==> config.mk <==
export PLATFORM = sky130hd
export DESIGN_NAME = matrix_multiply_core_flat
export DESIGN_NICKNAME = d
export VERILOG_FILES = /design/src/sv/mm_pkg.sv /design/src/sv/mm_load_if.sv /design/src/sv/mm_result_if.sv /design/src/sv/mm_mac.sv /design/src/sv/matrix_multiply_core.sv /design/src/flat_wrapper.sv
export SDC_FILE = /design/constraint.sdc
export NUM_CORES = 2
export LEC_CHECK = 0
export ABC_CLOCK_PERIOD_IN_PS = 8070
export BUFFER_PORTS_ARGS = -buffer_cell sky130_fd_sc_hd__buf_2
export CAP_MARGIN = 40
export CELL_PAD_IN_SITES_DETAIL_PLACEMENT = 0
export CELL_PAD_IN_SITES_GLOBAL_PLACEMENT = 1
export CORE_MARGIN = 2
export CORE_UTILIZATION = 55
export DETAILED_ROUTE_END_ITERATION = 16
export PLACE_DENSITY = 0.79
export SLEW_MARGIN = 5
export SYNTH_ARGS = -nofsm -noshare
export SYNTH_HDL_FRONTEND = slang
export SYNTH_SLANG_ARGS = --single-unit
==> constraint.sdc <==
create_clock -name clk_i -period 8.07 [get_ports clk_i]
set_input_delay 1.2105 -clock clk_i [delete_from_list [all_inputs] [get_ports clk_i]]
set_output_delay 1.2105 -clock clk_i [all_outputs]
set_load 0.01 [all_outputs]
==> src/sv/mm_pkg.sv <==
// ----------------------------------------------------------------------------
// Matrix multiply package
// Widths, register indexes and shared types of the fixed-point matrix
// multiplier.
// ----------------------------------------------------------------------------
package mm_pkg;

  localparam int ELEM_W    = 16;
  localparam int MUL_W     = 2 * ELEM_W;
  localparam int PROD_W    = 35;
  localparam int POS_W     = 3;
  localparam int DIM_REG_W = 4;
  localparam int CFG_IDX_W = 2;

  localparam logic [CFG_IDX_W-1:0] CFG_ROWS_A = 2'd0;
  localparam logic [CFG_IDX_W-1:0] CFG_COLS_A = 2'd1;
  localparam logic [CFG_IDX_W-1:0] CFG_ROWS_B = 2'd2;
  localparam logic [CFG_IDX_W-1:0] CFG_COLS_B = 2'd3;

  typedef logic signed [ELEM_W-1:0] elem_t;
  typedef logic signed [PROD_W-1:0] prod_t;

  typedef struct packed {
    logic valid;
    logic first;
    logic last;
  } mac_ctrl_t;

endpackage

==> src/sv/mm_load_if.sv <==
// ----------------------------------------------------------------------------
// Load channel
// Valid/ready channel carrying one tagged matrix element per word.
// ----------------------------------------------------------------------------
interface mm_load_if import mm_pkg::*; ();

  logic             valid;
  logic             ready;
  logic             which_matrix;
  logic [POS_W-1:0] row_index;
  logic [POS_W-1:0] col_index;
  elem_t            element;
  logic             last_load;

  modport source (
    output valid, which_matrix, row_index, col_index, element, last_load,
    input  ready
  );

  modport sink (
    input  valid, which_matrix, row_index, col_index, element, last_load,
    output ready
  );

endinterface

==> src/sv/mm_result_if.sv <==
// ----------------------------------------------------------------------------
// Result channel
// Valid/ready channel carrying one product element per word.
// ----------------------------------------------------------------------------
interface mm_result_if import mm_pkg::*; ();

  logic             valid;
  logic             ready;
  prod_t            product;
  logic [POS_W-1:0] out_row;
  logic [POS_W-1:0] out_col;
  logic             size_error;
  logic             last_result;

  modport source (
    output valid, product, out_row, out_col, size_error, last_result,
    input  ready
  );

  modport sink (
    input  valid, product, out_row, out_col, size_error, last_result,
    output ready
  );

endinterface

==> src/sv/mm_mac.sv <==
// ----------------------------------------------------------------------------
// Multiply-accumulate unit
// Registered Q8.8 multiplier followed by a Q19.16 accumulator; flags the
// cycle on which the sum of one dot product is complete.
// ----------------------------------------------------------------------------
module mm_mac import mm_pkg::*; (
  input  logic      clk_i,
  input  logic      rst_ni,
  input  mac_ctrl_t ctrl_i,
  input  elem_t     a_i,
  input  elem_t     b_i,
  output prod_t     acc_o,
  output logic      done_o
);

  logic signed [MUL_W-1:0] mul_d, mul_q;
  mac_ctrl_t               ctrl_q;
  prod_t                   acc_d, acc_q;
  logic                    done_q;

  assign mul_d = a_i * b_i;
  assign acc_d = (ctrl_q.first ? '0 : acc_q) + PROD_W'(mul_q);

  always_ff @(posedge clk_i or negedge rst_ni) begin
    if (!rst_ni) begin
      ctrl_q <= '0;
      done_q <= 1'b0;
    end else begin
      ctrl_q <= ctrl_i;
      done_q <= ctrl_q.valid && ctrl_q.last;
    end
  end

  always_ff @(posedge clk_i) begin
    mul_q <= mul_d;
    if (ctrl_q.valid) begin
      acc_q <= acc_d;
    end
  end

  assign acc_o  = acc_q;
  assign done_o = done_q;

endmodule

==> src/sv/matrix_multiply_core.sv <==
// ----------------------------------------------------------------------------
// Matrix multiply core
// Fixed-point general matrix multiply over two on-chip element stores.
// ----------------------------------------------------------------------------
// Elements are loaded one word per cycle, while idle, into the left or right
// store. The word flagged last_load starts the run: the block stops taking
// loads and computes each product element in row-major order with one shared
// multiply-accumulate unit, reading one entry of each store per cycle. Each
// element issues one read per inner index, passes the read, multiply and
// accumulate registers and is handed over to the output register, where
// output stalls can hold the run. A size mismatch yields its single error
// word through the error state and the output register after the last load.
// The stores are not cleared: read only entries that have been loaded.
module matrix_multiply_core import mm_pkg::*; #(
  parameter int MAX_DIM = 8
) (
  input  logic                 clk_i,
  input  logic                 rst_ni,
  input  logic                 cfg_we_i,
  input  logic [CFG_IDX_W-1:0] cfg_idx_i,
  input  logic [DIM_REG_W-1:0] cfg_data_i,
  mm_load_if.sink              load_i,
  mm_result_if.source          result_o
);

  localparam int DEPTH     = MAX_DIM * MAX_DIM;
  localparam int ADDR_W    = (DEPTH > 1) ? $clog2(DEPTH) : 1;
  localparam int DIM_W     = (MAX_DIM > 1) ? $clog2(MAX_DIM) : 1;
  localparam int DIM_CMP_W = DIM_REG_W + 2;
  localparam logic [DIM_CMP_W-1:0] MAX_DIM_V = DIM_CMP_W'(MAX_DIM);

  localparam logic [2:0] S_IDLE  = 3'd0;
  localparam logic [2:0] S_ISSUE = 3'd1;
  localparam logic [2:0] S_WAIT  = 3'd2;
  localparam logic [2:0] S_PUSH  = 3'd3;
  localparam logic [2:0] S_ERR   = 3'd4;

  function automatic logic [DIM_W-1:0] eff_last(input logic [DIM_REG_W-1:0] r);
    logic [DIM_CMP_W-1:0] rx;
    rx = DIM_CMP_W'(r);
    if (r == '0) return '0;
    if (rx > MAX_DIM_V) return DIM_W'(MAX_DIM - 1);
    return DIM_W'(rx - 1'b1);
  endfunction

  logic [DIM_REG_W-1:0] rows_a_q, cols_a_q, rows_b_q, cols_b_q;
  logic [DIM_W-1:0]     ra_last, ca_last, rb_last, cb_last;

  logic [2:0]       state_q, state_d;
  logic [DIM_W-1:0] i_q, i_d, j_q, j_d, k_q, k_d;
  mac_ctrl_t        rd_ctrl_q, rd_ctrl_d;

  elem_t            left_mem  [DEPTH];
  elem_t            right_mem [DEPTH];
  elem_t            a_rd_q, b_rd_q;
  logic [ADDR_W-1:0] waddr, a_raddr, b_raddr;
  logic             load_hs, in_range;

  prod_t            acc;
  logic             mac_done;

  logic             out_valid_q, out_valid_d, out_load, out_free;
  prod_t            out_prod_q, out_prod_d;
  logic [POS_W-1:0] out_row_q, out_row_d, out_col_q, out_col_d;
  logic             out_err_q, out_err_d, out_last_q, out_last_d;
  logic             run_last;

  assign ra_last = eff_last(rows_a_q);
  assign ca_last = eff_last(cols_a_q);
  assign rb_last = eff_last(rows_b_q);
  assign cb_last = eff_last(cols_b_q);

  always_ff @(posedge clk_i or negedge rst_ni) begin
    if (!rst_ni) begin
      rows_a_q <= DIM_REG_W'(1);
      cols_a_q <= DIM_REG_W'(1);
      rows_b_q <= DIM_REG_W'(1);
      cols_b_q <= DIM_REG_W'(1);
    end else if (cfg_we_i) begin
      case (cfg_idx_i)
        CFG_ROWS_A: rows_a_q <= cfg_data_i;
        CFG_COLS_A: cols_a_q <= cfg_data_i;
        CFG_ROWS_B: rows_b_q <= cfg_data_i;
        CFG_COLS_B: cols_b_q <= cfg_data_i;
        default: ;
      endcase
    end
  end

  // element stores
  assign load_i.ready = (state_q == S_IDLE);
  assign load_hs      = load_i.valid && load_i.ready;
  assign in_range     = (DIM_CMP_W'(load_i.row_index) < MAX_DIM_V) &&
                        (DIM_CMP_W'(load_i.col_index) < MAX_DIM_V);
  assign waddr        = ADDR_W'(load_i.row_index * MAX_DIM + load_i.col_index);
  assign a_raddr      = ADDR_W'(i_q * MAX_DIM + k_q);
  assign b_raddr      = ADDR_W'(k_q * MAX_DIM + j_q);

  always_ff @(posedge clk_i) begin
    if (load_hs && in_range && !load_i.which_matrix) begin
      left_mem[waddr] <= load_i.element;
    end
    a_rd_q <= left_mem[a_raddr];
  end

  always_ff @(posedge clk_i) begin
    if (load_hs && in_range && load_i.which_matrix) begin
      right_mem[waddr] <= load_i.element;
    end
    b_rd_q <= right_mem[b_raddr];
  end

  mm_mac u_mac (
    .clk_i  (clk_i),
    .rst_ni (rst_ni),
    .ctrl_i (rd_ctrl_q),
    .a_i    (a_rd_q),
    .b_i    (b_rd_q),
    .acc_o  (acc),
    .done_o (mac_done)
  );

  // sequencer
  assign out_free = !out_valid_q || result_o.ready;
  assign run_last = (i_q == ra_last) && (j_q == cb_last);

  always_comb begin
    state_d     = state_q;
    i_d         = i_q;
    j_d         = j_q;
    k_d         = k_q;
    rd_ctrl_d   = '0;
    out_load    = 1'b0;
    out_prod_d  = acc;
    out_row_d   = POS_W'(i_q);
    out_col_d   = POS_W'(j_q);
    out_err_d   = 1'b0;
    out_last_d  = run_last;
    case (state_q)
      S_IDLE: begin
        if (load_hs && load_i.last_load) begin
          i_d = '0;
          j_d = '0;
          k_d = '0;
          state_d = (ca_last != rb_last) ? S_ERR : S_ISSUE;
        end
      end
      S_ISSUE: begin
        rd_ctrl_d.valid = 1'b1;
        rd_ctrl_d.first = (k_q == '0);
        rd_ctrl_d.last  = (k_q == ca_last);
        if (k_q == ca_last) begin
          k_d     = '0;
          state_d = S_WAIT;
        end else begin
          k_d = k_q + 1'b1;
        end
      end
      S_WAIT: begin
        if (mac_done) state_d = S_PUSH;
      end
      S_PUSH: begin
        if (out_free) begin
          out_load = 1'b1;
          if (run_last) begin
            state_d = S_IDLE;
          end else begin
            state_d = S_ISSUE;
            if (j_q == cb_last) begin
              j_d = '0;
              i_d = i_q + 1'b1;
            end else begin
              j_d = j_q + 1'b1;
            end
          end
        end
      end
      S_ERR: begin
        out_prod_d = '0;
        out_row_d  = '0;
        out_col_d  = '0;
        out_err_d  = 1'b1;
        out_last_d = 1'b1;
        if (out_free) begin
          out_load = 1'b1;
          state_d  = S_IDLE;
        end
      end
      default: state_d = S_IDLE;
    endcase
  end

  assign out_valid_d = out_load || (out_valid_q && !result_o.ready);

  always_ff @(posedge clk_i or negedge rst_ni) begin
    if (!rst_ni) begin
      state_q     <= S_IDLE;
      i_q         <= '0;
      j_q         <= '0;
      k_q         <= '0;
      rd_ctrl_q   <= '0;
      out_valid_q <= 1'b0;
    end else begin
      state_q     <= state_d;
      i_q         <= i_d;
      j_q         <= j_d;
      k_q         <= k_d;
      rd_ctrl_q   <= rd_ctrl_d;
      out_valid_q <= out_valid_d;
    end
  end

  always_ff @(posedge clk_i) begin
    if (out_load) begin
      out_prod_q <= out_prod_d;
      out_row_q  <= out_row_d;
      out_col_q  <= out_col_d;
      out_err_q  <= out_err_d;
      out_last_q <= out_last_d;
    end
  end

  assign result_o.valid       = out_valid_q;
  assign result_o.product     = out_prod_q;
  assign result_o.out_row     = out_row_q;
  assign result_o.out_col     = out_col_q;
  assign result_o.size_error  = out_err_q;
  assign result_o.last_result = out_last_q;

  // checks
  a_done_in_wait: assert property (@(posedge clk_i) disable iff (!rst_ni)
    mac_done |-> state_q == S_WAIT)
    else $error("accumulator finished outside the wait state");

  a_k_bound: assert property (@(posedge clk_i) disable iff (!rst_ni)
    state_q == S_ISSUE |-> k_q <= ca_last)
    else $error("inner index beyond inner dimension");

  a_push_drained: assert property (@(posedge clk_i) disable iff (!rst_ni)
    state_q == S_PUSH |-> !rd_ctrl_q.valid)
    else $error("result handed over with reads still in flight");

  a_err_is_last: assert property (@(posedge clk_i) disable iff (!rst_ni)
    out_load && out_err_d |=> out_valid_q && out_last_q && out_prod_q == '0)
    else $error("error word not marked last or product not zero");

endmodule
==> src/flat_wrapper.sv <==
// flat-port wrapper written by rule: the top's interface ports become plain ports
module matrix_multiply_core_flat import mm_pkg::*;
#(
  parameter int MAX_DIM = 8
)
  (clk_i, rst_ni, cfg_we_i, cfg_idx_i, cfg_data_i, load_i_valid, load_i_which_matrix, load_i_row_index, load_i_col_index, load_i_element, load_i_last_load, load_i_ready, result_o_valid, result_o_product, result_o_out_row, result_o_out_col, result_o_size_error, result_o_last_result, result_o_ready);
  mm_load_if load_i_i ();
  mm_result_if result_o_i ();
  input  logic clk_i;
  input  logic rst_ni;
  input  logic cfg_we_i;
  input  logic [CFG_IDX_W-1:0] cfg_idx_i;
  input  logic [DIM_REG_W-1:0] cfg_data_i;
  input wire logic [$bits(load_i_i.valid)-1:0] load_i_valid;
  input wire logic [$bits(load_i_i.which_matrix)-1:0] load_i_which_matrix;
  input wire logic [$bits(load_i_i.row_index)-1:0] load_i_row_index;
  input wire logic [$bits(load_i_i.col_index)-1:0] load_i_col_index;
  input wire logic [$bits(load_i_i.element)-1:0] load_i_element;
  input wire logic [$bits(load_i_i.last_load)-1:0] load_i_last_load;
  output wire logic [$bits(load_i_i.ready)-1:0] load_i_ready;
  output wire logic [$bits(result_o_i.valid)-1:0] result_o_valid;
  output wire logic [$bits(result_o_i.product)-1:0] result_o_product;
  output wire logic [$bits(result_o_i.out_row)-1:0] result_o_out_row;
  output wire logic [$bits(result_o_i.out_col)-1:0] result_o_out_col;
  output wire logic [$bits(result_o_i.size_error)-1:0] result_o_size_error;
  output wire logic [$bits(result_o_i.last_result)-1:0] result_o_last_result;
  input wire logic [$bits(result_o_i.ready)-1:0] result_o_ready;
  assign load_i_i.valid = load_i_valid;
  assign load_i_i.which_matrix = load_i_which_matrix;
  assign load_i_i.row_index = load_i_row_index;
  assign load_i_i.col_index = load_i_col_index;
  assign load_i_i.element = load_i_element;
  assign load_i_i.last_load = load_i_last_load;
  assign load_i_ready = load_i_i.ready;
  assign result_o_valid = result_o_i.valid;
  assign result_o_product = result_o_i.product;
  assign result_o_out_row = result_o_i.out_row;
  assign result_o_out_col = result_o_i.out_col;
  assign result_o_size_error = result_o_i.size_error;
  assign result_o_last_result = result_o_i.last_result;
  assign result_o_i.ready = result_o_ready;
  matrix_multiply_core #(.MAX_DIM(MAX_DIM)) u_core (.clk_i(clk_i), .rst_ni(rst_ni), .cfg_we_i(cfg_we_i), .cfg_idx_i(cfg_idx_i), .cfg_data_i(cfg_data_i), .load_i(load_i_i), .result_o(result_o_i));
endmodule
Word-level counts from Yosys, hierarchy flattened. Memory sizes are Yosys's and may differ from the RTL's. A register that Yosys moved wholly into a read port is not among the register bits. Index checks and enable logic that the tools add are counted. Widths: inputs -> output; s select.

Register bits: 146. Bits in writable memories: 2048. Input port bits: 35. Output and inout bits: 45. Word-level logic and storage cells: 145. Memories: 2.

$add $sub $neg: 11. Multipliers: 1. Order comparisons: 4. Equality and inequality tests: 18. Muxes and demuxes: 56. Reduce and logical (&&, ||, !) cells: 30.

Memory list: u_core.left_mem (words 64, bits a word 16, rd ports 1, clocked after Yosys merged registers in 1, wr ports 1, RTL line matrix_multiply_core.sv:53) `elem_t left_mem [DEPTH];`; u_core.right_mem (words 64, bits a word 16, rd ports 1, clocked after Yosys merged registers in 1, wr ports 1, RTL line matrix_multiply_core.sv:54) `elem_t right_mem [DEPTH];`.

Operators by type and width (number): $mux 3 (31); $add 35x35->35 (1); $mux 35 (1); $mul 16x16->32 (1); $mux 1 (20); $add 6x3->6 (3); $pmux 3 s2 (3); $gt 4x4->1 const B (4); $logic_not 4->1 (4); $pmux 3 s5 (1); $sub 3x1->3 const B (4); $reduce_and 2->1 (5); $reduce_and 5->1 (2); $add 3x1->3 const B (3); $eq 3x3->1 (3); $ne 2x1->1 const B (4); $logic_and 1x1->1 (7); $eq 3x2->1 const B (2); $logic_not 3->1 (2); $ne 2x2->1 const B (3); $eq 2x2->1 const B (2); $reduce_and 4->1 (1); $reduce_bool 2->1 (2); $eq 3x1->1 const B (1); other kinds (7) (10).

Logic depth before layout (Yosys ltp).
Word-level depth: 10. Mapped depth: 25. Gate-level depth less buffers: 23.

Modules after synthesis. Synthesis repeated with hierarchy kept, for this count alone.

Cell total of the unflattened synthesis: 4902. Area total of the unflattened synthesis: 95848.2 um^2.

By module, submodules not included: matrix_multiply_core (instances 1, cells an instance 3477, area each 82255.1 um^2, sequential area each 64236.6 um^2); mm_mac (instances 1, cells an instance 1425, area each 13593.0 um^2, sequential area each 1791.7 um^2).

Worst setup path before layout. No wires, ideal clock.

Path type: register -> register. From: reg u_core.a_rd_q[15], read port of u_core.left_mem. To: reg u_core.u_mac.mul_q[27]. Library setup time: 0.082 ns. Arrival: 5.840 ns. Required time: 7.988 ns. Setup slack: 2.148 ns. Cell stages (with the launch flop): 19. Path through: dfxtp_1 > clkbuf_1 > nand2_1 > inv_1 > fa_1 > fa_1 > fa_1 > fa_1 > fa_1 > inv_1 > fa_1 > inv_1 > ha_1 > and2_1 > a2111oi_0 > o31a_1 > a21boi_0 > or3_1 > o2111ai_1.

Cells in the longest elaborated chain, start to end: 1.

Ends and longest elaborated chain: start: declaration (RTL line matrix_multiply_core.sv:55) `elem_t a_rd_q, b_rd_q;`; $mul 16x16->32 (RTL line mm_mac.sv:21) `assign mul_d = a_i * b_i;`; named net u_core.u_mac.mul_d[27] (RTL line mm_mac.sv:16) `logic signed [MUL_W-1:0] mul_d, mul_q;`; end signal: assignment (RTL line mm_mac.sv:35) `mul_q <= mul_d;`; end: declaration (RTL line mm_mac.sv:16).

The timed path passes the listed nets, and every way through them passes these cells. A chain may end at the register's enable or synchronous reset.

Final worst setup path.
From: reg u_core.b_rd_q[1], read port of u_core.right_mem. To: reg u_core.u_mac.mul_q[27].

Cells in the longest elaborated chain, start to end: 1.

Ends and longest elaborated chain (RTL line): start: declaration (matrix_multiply_core.sv:55); $mul 16x16->32 (mm_mac.sv:21); named net u_core.u_mac.mul_d[27] (mm_mac.sv:16).

The timed path passes the listed nets, and every way through them passes these cells.

==> impl_metrics.toml <==
[die]
die_w_um = 422
rows = 153
ioPinCount = 80
die_area_sq_um = 178000
core_area_sq_um = 174000
die_h_um = 422
start_util_pct = 55.3

[cts]
htree_levels = 4
cts-root-buf = "clkbuf_16"
cts_setup_buffers = 0
clk_pin_slew_ns = 0.06
ctsLongestPathBuffers = 3
postCtsHoldBufs = 0
numCtsBuffers = 209
clock_latency_ns = 0.86
cts.sinks = 2226
cts_resized = 0
cts_tree = "yes"

[setup_path]
required_ns = 8.81
crit_slowest_cell = "fa_1"
end_kind = "register"
max_stage_delay_ns = 0.80
crit_chain = "nand2_1 > inv_1 > fa_1 > fa_1 > fa_1 > fa_1 > fa_1 > inv_1 > fa_1 > inv_1 > ha_1 > and2_1 > a2111oi_0 > o31a_1 > a21boi_0 > or3_1 > o2111ai_1"
crit_fanout = 16
worstSetupStartpointType = "register"
cpMostUsedCell = "fa_1"
crit_arrival_ns = 7.33
reg2reg_slack_ns = 1.48
crit_type = "register to register"

[yosys]
async_flop_share_pct = 1.62
synth-compound-area-share_pct = 1.52
synth_mux_area_share_pct = 16.0
synth_edf_count = 2126
synthAdderAreaFrac_pct = 7.15
synth_nets = 5277
synthXorXnorAreaFrac_pct = 0.583
ys_seq_area_share_pct = 68.7
synthCells = 4855
syn_area_sq_um = 96100
syn_avg_cell_area_sq_um = 19.8
yosysWarnings = 0
synth_ff_type = "edfxtp_1"
synth_seq_cells = 2226
synthSimpleGateAreaFrac_pct = 3.65
synth_top_family_by_area = "multiplexers"
synthDistinctLibCells = 83

[placement]
port_buffers = 79
dp_hpwl_um = 132000
gp_congestion = 0.844

[sta]
tightest_slew_ns = 1.00
skew_ns = 0.0415
tns_ns = 0
hold_viol = 0
slew_viol_final = 0
slew-limit-headroom_pct = 33.3
setup_viol = 0
fmax_mhz = 152
min_period_over_period_pct = 81.7
min_period_ns = 6.59
rsz0062_at_grt = "false"

[cells_and_area]
n_fill_cell = 11900
final_common_cell = "edfxtp_1"
final_cell_mix = "2126 x edfxtp_1, 672 x mux4_2, 339 x inv_1"
multi_input_area_sq_um = 27800
regArea_sq_um = 66100
syn2layout_area_growth_pct = 11.1
drive_above_1_share_pct = 24.2
final_nets = 5544

[route]
drcViolationCount = 0
via_per_inst = 6.15
vias = 46900
wl_per_cell_um = 28.4
drt_pass1_iterations = 5
drt_iter0_drc = 5662
drtAntennaViolNets = 0
routed_wl_um = 216000

[grt]
grt_pass1_wl_um = 321000
grt_max_degree = 106
grt_pass1_vias = 47800
antenna_found_initial = 19
grt_util_all_layers_pct = 24.7
grt-ovfl-total = 0

[status]
status = "finished clean"

[min_path]
worstHoldPathType = "register to register"

[run]
drv_cap = 0
-- per-layer routing --
metal  vias to the layer above  part of all wire (%)  GRT usage (%)  wire, um
met4                        12                   2.4           6.68      5180
met3                       327                   8.8           4.95     19100
met1                     24800                    40           35.6     87300
met5                         -                 0.039              0        85
li1                      19600                     -              -         -
met2                      2124                    48           39.0    105000
-- sequential cells by signal, summed over array words and instances (netlist names), 4 cells and up --
signal                   cells
u_core.result_o.product     35
u_core.a_rd_q               16
u_core.rows_b_q              4
u_core.left_mem           1024
u_core.right_mem          1024
u_core.rows_a_q              4
u_core.u_mac.acc_o          35
u_core.cols_b_q              4
u_core.u_mac.mul_q          32
u_core.cols_a_q              4
u_core.b_rd_q               16
-- synth_stat cells, drive strengths merged, types with 14 or more instances --
cell    instances  area [sq um]
nor2          189           709
xor2           16           140
nor3           18          90.1
nand3          24           120
nand2         180           676
mux4          672         15100
dfrtp          32           801
o21ai          38           190
clkbuf        139           522
xnor2          48           420
mux2           16           180
and2          174          1090
nand2b         19           119
inv           339          1270
ha            124          1550
buf            79           512
nor2b          47           294
a21oi          61           305
a21o           21           158
o21bai         14           105
fa            263          5270
edfxtp       2126         63800
dfxtp          64          1280
-- metrics by stage --
stage,setup WS [ns],instances,hold WS (ns),util (%),area [sq um]
floorplan,2.15,4855,0.331,-,96100
global placement,1.51,7217,0.334,57.5,99900
detailed placement,1.50,7235,0.336,57.7,100000
CTS,1.46,7622,0.352,61.5,107000
global route,1.02,7625,0.355,61.5,107000
finish,1.48,7628,0.349,61.5,107000
-- logic make-up (layout without fill, tap and decap cells) --
group,Yosys count,count (layout)
AO/OA/AOI/OAI,216,216
other,0,5
buffers and inverters,557,1000
XOR/XNOR,64,64
multiplexers,692,692
adder cells (fa/ha/maj),392,392
flip-flops,2226,2226
AND/OR/NAND/NOR,708,708
-- worst paths after layout --
path / endpoint / cells past startpoint / from
setup / recovery: u_core.u_mac.mul_q[27] / 17 / u_core.b_rd_q[1]
hold / removal: u_core.u_mac.ctrl_q[0] / 0 / u_core.rd_ctrl_q[0]
setup reg to reg: u_core.u_mac.mul_q[27] / 17 / u_core.b_rd_q[1]
hold reg to reg: u_core.u_mac.ctrl_q[0] / 0 / u_core.rd_ctrl_q[0]
max in group asynchronous: u_core.i_q[0] / 1 / rst_ni
min in group asynchronous: u_core.k_q[0] / 1 / rst_ni
-- worst max-delay path, delay by kind of cell, from the launching register on --
family,cells,cell delay (ns)
flops,1,0.71
simple gates,3,0.76
compound gates,4,1.13
fa+ha+maj,7,3.63
buf+inv,3,0.25
-- layout make-up --
class / instances / share of cell area (%)
diodes: 5 / 0.0117
flip-flops and latches: 2226 / 61.9
clock buffers: 261 / 5.19
multi-input cells: 2072 / 26.0
well taps: 2325 / 2.72
repair buffers: 274 / 2.06
inverters: 339 / 1.19
clock inverters: 126 / 0.943
Power is not shown: default switching activity piles up to over one toggle a cycle in this logic, so the estimate is an artifact.
